<file path="src/rtl/lru_key_value_cache_core_macros.svh">
// Assertion macros for the key-value cache core.
// Depends on a module that has i_clk and a synchronous active-low i_rst_n.
`ifndef LRU_KEY_VALUE_CACHE_CORE_MACROS_SVH
`define LRU_KEY_VALUE_CACHE_CORE_MACROS_SVH

// The condition must hold at every clock edge out of reset.
`define LKV_ASSERT_ALWAYS(label, cond, msg) \
    label: assert property (@(posedge i_clk) disable iff (!i_rst_n) (cond)) \
        else $error(msg);

// Whenever the antecedent holds, the consequent must hold in the next cycle.
`define LKV_ASSERT_NEXT(label, ante, cons, msg) \
    label: assert property (@(posedge i_clk) disable iff (!i_rst_n) (ante) |=> (cons)) \
        else $error(msg);

`endif

</file>
<file path="src/rtl/lkv_pkg.sv">
// Shared types and constants for the key-value cache core.
// No dependencies; used by lkv_cell and lru_key_value_cache_core.
package lkv_pkg;

    localparam int ENTRIES = 16;
    localparam int KEY_W   = 32;
    localparam int DATA_W  = 32;
    localparam int CFG_W   = 5;
    localparam int OCC_W   = $clog2(ENTRIES + 1);
    localparam int CMP_W   = (OCC_W > CFG_W) ? OCC_W : CFG_W;

    localparam logic [CFG_W-1:0] CAP_RESET = CFG_W'(16);

    localparam logic CMD_LOOKUP = 1'b0;
    localparam logic CMD_WRITE  = 1'b1;

    typedef struct packed {
        logic              valid;
        logic [KEY_W-1:0]  key;
        logic [DATA_W-1:0] data;
    } t_entry;

    typedef struct packed {
        logic upd;
        logic all;
        logic evict;
    } t_cell_ctrl;

endpackage

</file>
<file path="src/rtl/lkv_cell.sv">
// One recency slot of the cache chain: holds an entry, compares its key,
// and takes its left neighbor's entry when the chain shifts. Uses lkv_pkg.
module lkv_cell (
    input  logic                      i_clk,
    input  logic                      i_rst_n,
    input  lkv_pkg::t_cell_ctrl       i_ctrl,
    input  logic [lkv_pkg::KEY_W-1:0] i_key,
    input  lkv_pkg::t_entry           i_left,
    input  logic                      i_sfx,
    input  logic [lkv_pkg::DATA_W-1:0] i_data_or,
    input  logic                      i_nv_right,
    output lkv_pkg::t_entry           o_entry,
    output logic                      o_sfx,
    output logic [lkv_pkg::DATA_W-1:0] o_data_or,
    output logic                      o_nv
);
    import lkv_pkg::*;

    logic              r_valid;
    logic [KEY_W-1:0]  r_key;
    logic [DATA_W-1:0] r_data;
    logic              n_valid;
    logic [KEY_W-1:0]  n_key;
    logic [DATA_W-1:0] n_data;
    logic              w_match;
    logic              w_shift;
    logic              w_kill;

    always_comb begin
        w_match   = r_valid && (r_key == i_key);
        o_sfx     = w_match | i_sfx;
        o_data_or = i_data_or | (w_match ? r_data : '0);
        w_shift   = i_ctrl.upd && (i_ctrl.all || o_sfx);
        o_nv      = w_shift ? i_left.valid : r_valid;
        w_kill    = i_ctrl.evict && o_nv && !i_nv_right;
        n_valid   = o_nv && !w_kill;
        n_key     = w_shift ? i_left.key : r_key;
        n_data    = w_shift ? i_left.data : r_data;
    end

    always_ff @(posedge i_clk) begin
        if (!i_rst_n) begin
            r_valid <= 1'b0;
        end else begin
            r_valid <= n_valid;
        end
        r_key  <= n_key;
        r_data <= n_data;
    end

    assign o_entry = '{valid: r_valid, key: r_key, data: r_data};

endmodule

</file>
<file path="src/rtl/lru_key_value_cache_core.sv">
// Top level of the fully associative key-value cache with LRU replacement.
// Depends on lkv_pkg, lkv_cell and lru_key_value_cache_core_macros.svh.
//
// Usage:
// A command beat is taken at a rising edge where start is high and busy is
// low. i_command selects a lookup or a write of i_key with i_value.
// Entries live in a chain of cells ordered by recency, the most recent in
// the first cell. Every cell compares its key in the same cycle; on a hit
// the matching entry moves to the head and the cells in front of it shift
// back by one, and a write of a new key shifts the whole chain.
// The result beat is on o_hit, o_read_value and o_evicted for exactly one
// cycle with o_result_valid high, on the cycle after the command was taken.
// One command is taken per cycle while busy is low.
// The result cannot be held off; the receiver must take it when offered.
// The capacity register is written over i_cfg_data when i_cfg_valid and
// o_cfg_ready are high; the user must do so only while no command is in
// flight, which the block does not enforce. Reset empties the cache, sets
// capacity to 16 and holds busy high for one cycle after reset is released.
module lru_key_value_cache_core (
    input  logic                              i_clk,
    input  logic                              i_rst_n,
    input  logic                              start,
    output logic                              busy,
    input  logic                              i_command,
    input  logic signed [lkv_pkg::KEY_W-1:0]  i_key,
    input  logic signed [lkv_pkg::DATA_W-1:0] i_value,
    output logic                              o_result_valid,
    output logic                              o_hit,
    output logic signed [lkv_pkg::DATA_W-1:0] o_read_value,
    output logic                              o_evicted,
    input  logic                              i_cfg_valid,
    output logic                              o_cfg_ready,
    input  logic [lkv_pkg::CFG_W-1:0]         i_cfg_data
);
    import lkv_pkg::*;

`include "lru_key_value_cache_core_macros.svh"

    logic              r_busy;
    logic [CFG_W-1:0]  r_cap;
    logic [OCC_W-1:0]  r_occ;
    logic              r_res_valid;
    logic              r_hit;
    logic [DATA_W-1:0] r_rd;
    logic              r_ev;

    logic [OCC_W-1:0]  n_occ;
    logic [DATA_W-1:0] n_rd;
    logic              n_ev;

    logic              w_accept;
    logic              w_hit;
    logic              w_miss_write;
    logic              w_full;
    logic              w_evict_extra;
    logic [OCC_W-1:0]  w_new_occ;
    logic [CMP_W-1:0]  w_eff_cap;
    t_cell_ctrl        w_ctrl;
    t_entry            w_head;
    logic [ENTRIES-1:0] w_vld;

    t_entry            w_ent  [ENTRIES];
    t_entry            w_left [ENTRIES];
    logic              w_sfx  [ENTRIES+1];
    logic [DATA_W-1:0] w_dor  [ENTRIES+1];
    logic              w_nv   [ENTRIES+1];

    assign w_sfx[ENTRIES] = 1'b0;
    assign w_dor[ENTRIES] = '0;
    assign w_nv[ENTRIES]  = 1'b0;
    assign w_left[0]      = w_head;

    for (genvar g = 0; g < ENTRIES; g++) begin : g_cell
        if (g > 0) begin : g_link
            assign w_left[g] = w_ent[g-1];
        end
        lkv_cell u_cell (
            .i_clk      (i_clk),
            .i_rst_n    (i_rst_n),
            .i_ctrl     (w_ctrl),
            .i_key      (i_key),
            .i_left     (w_left[g]),
            .i_sfx      (w_sfx[g+1]),
            .i_data_or  (w_dor[g+1]),
            .i_nv_right (w_nv[g+1]),
            .o_entry    (w_ent[g]),
            .o_sfx      (w_sfx[g]),
            .o_data_or  (w_dor[g]),
            .o_nv       (w_nv[g])
        );
        assign w_vld[g] = w_ent[g].valid;
    end

    always_comb begin
        w_accept     = start && !r_busy;
        w_hit        = w_sfx[0];
        w_miss_write = (i_command == CMD_WRITE) && !w_hit;
        w_full       = (r_occ == OCC_W'(ENTRIES));

        if (r_cap == '0) begin
            w_eff_cap = CMP_W'(1);
        end else if (CMP_W'(r_cap) > CMP_W'(ENTRIES)) begin
            w_eff_cap = CMP_W'(ENTRIES);
        end else begin
            w_eff_cap = CMP_W'(r_cap);
        end

        w_new_occ     = (w_miss_write && !w_full) ? r_occ + OCC_W'(1) : r_occ;
        w_evict_extra = (i_command == CMD_WRITE) && !(w_miss_write && w_full)
                        && (CMP_W'(w_new_occ) > w_eff_cap);

        w_ctrl.upd   = w_accept && (w_hit || (i_command == CMD_WRITE));
        w_ctrl.all   = w_miss_write;
        w_ctrl.evict = w_accept && w_evict_extra;

        w_head.valid = 1'b1;
        w_head.key   = i_key;
        w_head.data  = (i_command == CMD_WRITE) ? i_value : w_dor[0];

        n_occ = w_accept ? (w_new_occ - OCC_W'(w_evict_extra)) : r_occ;

        if (i_command == CMD_WRITE) begin
            n_rd = '0;
            n_ev = (w_miss_write && w_full) || w_evict_extra;
        end else begin
            n_rd = w_hit ? w_dor[0] : '1;
            n_ev = 1'b0;
        end
    end

    always_ff @(posedge i_clk) begin
        if (!i_rst_n) begin
            r_busy      <= 1'b1;
            r_cap       <= CAP_RESET;
            r_occ       <= '0;
            r_res_valid <= 1'b0;
        end else begin
            r_busy      <= 1'b0;
            r_occ       <= n_occ;
            r_res_valid <= w_accept;
            if (i_cfg_valid && o_cfg_ready) begin
                r_cap <= i_cfg_data;
            end
        end
        if (w_accept) begin
            r_hit <= w_hit;
            r_rd  <= n_rd;
            r_ev  <= n_ev;
        end
    end

    assign busy           = r_busy;
    assign o_cfg_ready    = 1'b1;
    assign o_result_valid = r_res_valid;
    assign o_hit          = r_hit;
    assign o_read_value   = r_rd;
    assign o_evicted      = r_ev;

    `LKV_ASSERT_NEXT(a_result_follows, w_accept, r_res_valid, "missing result beat")
    `LKV_ASSERT_NEXT(a_no_spurious, !w_accept, !r_res_valid, "result beat without command")
    `LKV_ASSERT_ALWAYS(a_occ_count, $countones(w_vld) == 32'(r_occ), "occupancy mismatch")
    `LKV_ASSERT_ALWAYS(a_valid_prefix, ((w_vld + ENTRIES'(1)) & w_vld) == '0, "hole in cell chain")

endmodule
</file>
<file path="config.mk">
export PLATFORM = sky130hd
export DESIGN_NAME = lru_key_value_cache_core
export DESIGN_NICKNAME = d
export VERILOG_FILES = /design/src/rtl/lkv_pkg.sv /design/src/rtl/lkv_cell.sv /design/src/rtl/lru_key_value_cache_core.sv
export VERILOG_INCLUDE_DIRS = /design/src /design/src/rtl
export SDC_FILE = /design/constraint.sdc
export NUM_CORES = 2
export LEC_CHECK = 0
export BUFFER_PORTS_ARGS = -buffer_cell sky130_fd_sc_hd__buf_2
export CORE_MARGIN = 3
export CORE_UTILIZATION = 67
export CTS_CLUSTER_SIZE = 10
export DETAILED_ROUTE_END_ITERATION = 10
export PLACE_DENSITY = 0.95
export SYNTH_ARGS = -nofsm -noshare
export SYNTH_HDL_FRONTEND = slang
export SYNTH_SLANG_ARGS = --single-unit
</file>
<file path="constraint.sdc">
create_clock -name i_clk -period 15.8 [get_ports i_clk]
set_input_delay 3.16 -clock i_clk [delete_from_list [all_inputs] [get_ports i_clk]]
set_output_delay 3.16 -clock i_clk [all_outputs]
set_load 0.02 [all_outputs]
</file>
==> impl_metrics.toml <==
[layout]
final_layout_size_suffix_gt1_share_pct = 12.0
num-nets-final = 2807
multi_input_area_um2 = 10300
seqCellArea_um2 = 32300
layout_common_cells = "edfxtp_1, xor2_1, a22oi_1"
fill_cells = 2872
final_common_cell = "edfxtp_1"
area_growth_pct = 10.5

[grt]
met1_usage_pct = 47.1
grt.total_usage_pct = 40.2
met3_usage_pct = 14.9
grt_max_degree = 67
grt_pass1_wl_um = 195000
gr-total-overflow = 0
grt_pass1_vias = 28924
grt_busiest_layer = "met2"
met2_usage_pct = 60.9
antenna_found_initial = 1

[sta]
fmax_mhz = 103
rsz0062_at_grt = "false"
worstMarginPinSlew_ps = 1380
drv_slew = 0
hold_viol = 0
slew_headroom_pct = 7.30
setup_viol = 0
period_share_pct = 61.6
setup_tns_ps = 0
fin_skew_ps = 50.6
fin_crit_ps = 9740
holdWs_ps = 440

[yosys]
synth_fa_ha_area_share_pct = 0.231
syn_area_um2 = 43400
synth_top_family_by_area = "XOR/XNOR gates"
synth-xor-area-share_pct = 10.1
ys.flop_type = "edfxtp_1"
avgSynthCellArea_um2 = 16.7
synth_edf_count = 1058
yosysWarnings = 0
synth_async_sr_flop_share_pct = 0
synthSimpleGateAreaFrac_pct = 5.81
ys_ff_latch = 1086
ys_seq_area_share_pct = 74.5
synth-compound-area-share_pct = 6.70
synth_top_area_share_pct = 73.2
ys_types = 68
syn_nets = 2680
yosys.area.top_type = "edfxtp_1"
synth.area.mux_share_pct = 0.438
synthTopCellsByArea = "edfxtp_1, xor2_1, a22oi_1"
synth_cells = 2598

[power_and_ir_drop]
vdd_ir_drop_max_mv = 0.110
power_density_nw_per_um2 = 126
leakage_uw = 0.0159
power_uw = 6060

[clock_network]
clk_latency_ps = 720
cts_tree = "built"
cts-htree-levels = 3
cts_buffer_depth = 3
root_buffer = "clkbuf_16"
postCtsSetupBuffers = 0
cts.sinks = 1086
clk_pin_slew_ps = 60
holdBufCountCts = 0
cts-resized-gates = 0
cts_buffers = 119

[route]
post_drt_wl_per_cell_um = 37.1
drtPass1Iterations = 10
vias = 28282
drt_iter0_drc = 5499
viasPerCell = 7.80
antenna_left = 0
finalWirelength_um = 135000
drc_errors = 0

[floorplan]
initial_utilization_pct = 68.3
core-area_um2 = 63500
dieArea_um2 = 67800
fp.dieW_um = 260
ios = 111
die_y_um = 260
row_count = 92

[critical_path]
max_stage_delay_ps = 1170
critPathBufInv = 3
cp_max_fo = 34
critPathLaunchType = "input pin"
cpMaxStageDelayCell = "nor4_1"
crit_type = "input pin to flop"
crit_arrival_ps = 10360
worstSetupEndpointType = "flop"
path_cells = "buf_2 > xor2_1 > nor4_1 > nand3_1 > nor4_4 > buf_4 > nor4_2 > and4_1 > nand2_1 > nor2_1 > xor2_1 > ha_1 > and3_1 > nand4b_1 > a32oi_4 > and2_1 > ha_1 > ha_1 > inv_1 > o31a_1 > o21ai_1 > mux2i_1"
cp.required_ps = 16420
path_common_cell = "ha_1"
critical_path.top_delay_family = "simple AND/OR/NAND/NOR gates"

[hold_path]
min_path_type = "flop to flop"

[run_status]
status = "completed"

[job]
maxCapViolations = 0

[placement]
dpl.hpwl_um = 71700
globalplace.congestion = 0.986
port_buffers = 109
-- through the flow --
stage               instances  utilization, %  cell area (um2)  setup WS, ps
CTS                      3626            75.4            47900          6700
floorplan                2598               -            43400          6260
global placement         3450            70.2            44600          6710
finish                   3628            75.5            47900          6060
detailed placement       3450            70.2            44600          6430
global route             3626            75.4            47900          6010
-- kinds of logic after synthesis --
group                      count (synthesis)
AOI/OAI and AO/OA                        385
buffers and inverters                    170
muxes                                     19
and+or+nand+nor                          429
adders and majority gates                  8
other                                      1
DFF                                     1086
xor gates and xnor gates                 500
-- final timing paths --
check,start,end,slack (ps),cells after the start
max,i_key[19],r_occ[4]$_SDFFE_PN0P_,6060,22
min,g_cell[12].u_cell.r_data[13]$_DFFE_PP_,g_cell[13].u_cell.r_data[13]$_DFFE_PP_,440,0
max reg2reg,g_cell[4].u_cell.r_key[22]$_DFFE_PP_,r_occ[4]$_SDFFE_PN0P_,8640,21
min reg2reg,g_cell[12].u_cell.r_data[13]$_DFFE_PP_,g_cell[13].u_cell.r_data[13]$_DFFE_PP_,440,0
-- synth_stat cells, types with 4 or more instances --
cell,count
a21oi_1,74
buf_4,21
a22oi_1,210
a41oi_1,7
a31oi_1,4
nor4_4,9
xnor2_1,58
nand2b_1,22
a41oi_2,8
buf_1,10
clkbuf_1,58
nor4_2,8
a22o_1,23
a221oi_1,23
buf_6,28
nor4_1,97
buf_2,23
nor3_2,4
nand2_1,31
xor2_1,442
nand4_1,68
nor2_1,90
ha_1,8
dfxtp_1,28
edfxtp_1,1058
inv_1,26
nand3_1,58
and3_1,4
mux2i_1,19
nor3_1,20
-- area by class of cell --
class,instances,share of cell area (%)
repair buffers,146,1.72
flip-flops and latches,1086,67.4
well taps,846,2.21
clock inverters,6,0.110
multi-input cells,1342,21.5
diodes,2,0.0104
inverters,30,0.235
clock buffers,170,6.79
-- routing by layer --
| layer | wire (um) | share of wire (%) | vias to the layer above |
|---|---|---|---|
| met2 | 60500 | 45 | 3814 |
| met5 | 0 | 0 | - |
| met1 | 37900 | 28 | 13095 |
| met3 | 22700 | 17 | 1068 |
| met4 | 13700 | 10 | 0 |
| li1 | - | - | 10305 |
-- where the power goes --
part / internal [uW] / switching [uW] / total, uW / leakage (uW)
clock: 1400 / 1110 / 2510 / 0.00159
sequential: 3220 / 48.4 / 3270 / 0.00993
combinational: 69.1 / 209 / 278 / 0.00439
total: 4690 / 1370 / 6060 / 0.0159
-- sequential cells by signal (all words and copies together) (netlist names), 5 cells and up --
| signal | flops |
|---|---|
| r_cap | 5 |
| r_occ | 5 |
| g_cell.u_cell.r_key | 512 |
| g_cell.u_cell.r_valid | 16 |
| g_cell.u_cell.r_data | 512 |
| o_read_value | 32 |
(Power assumes the default switching activity.)
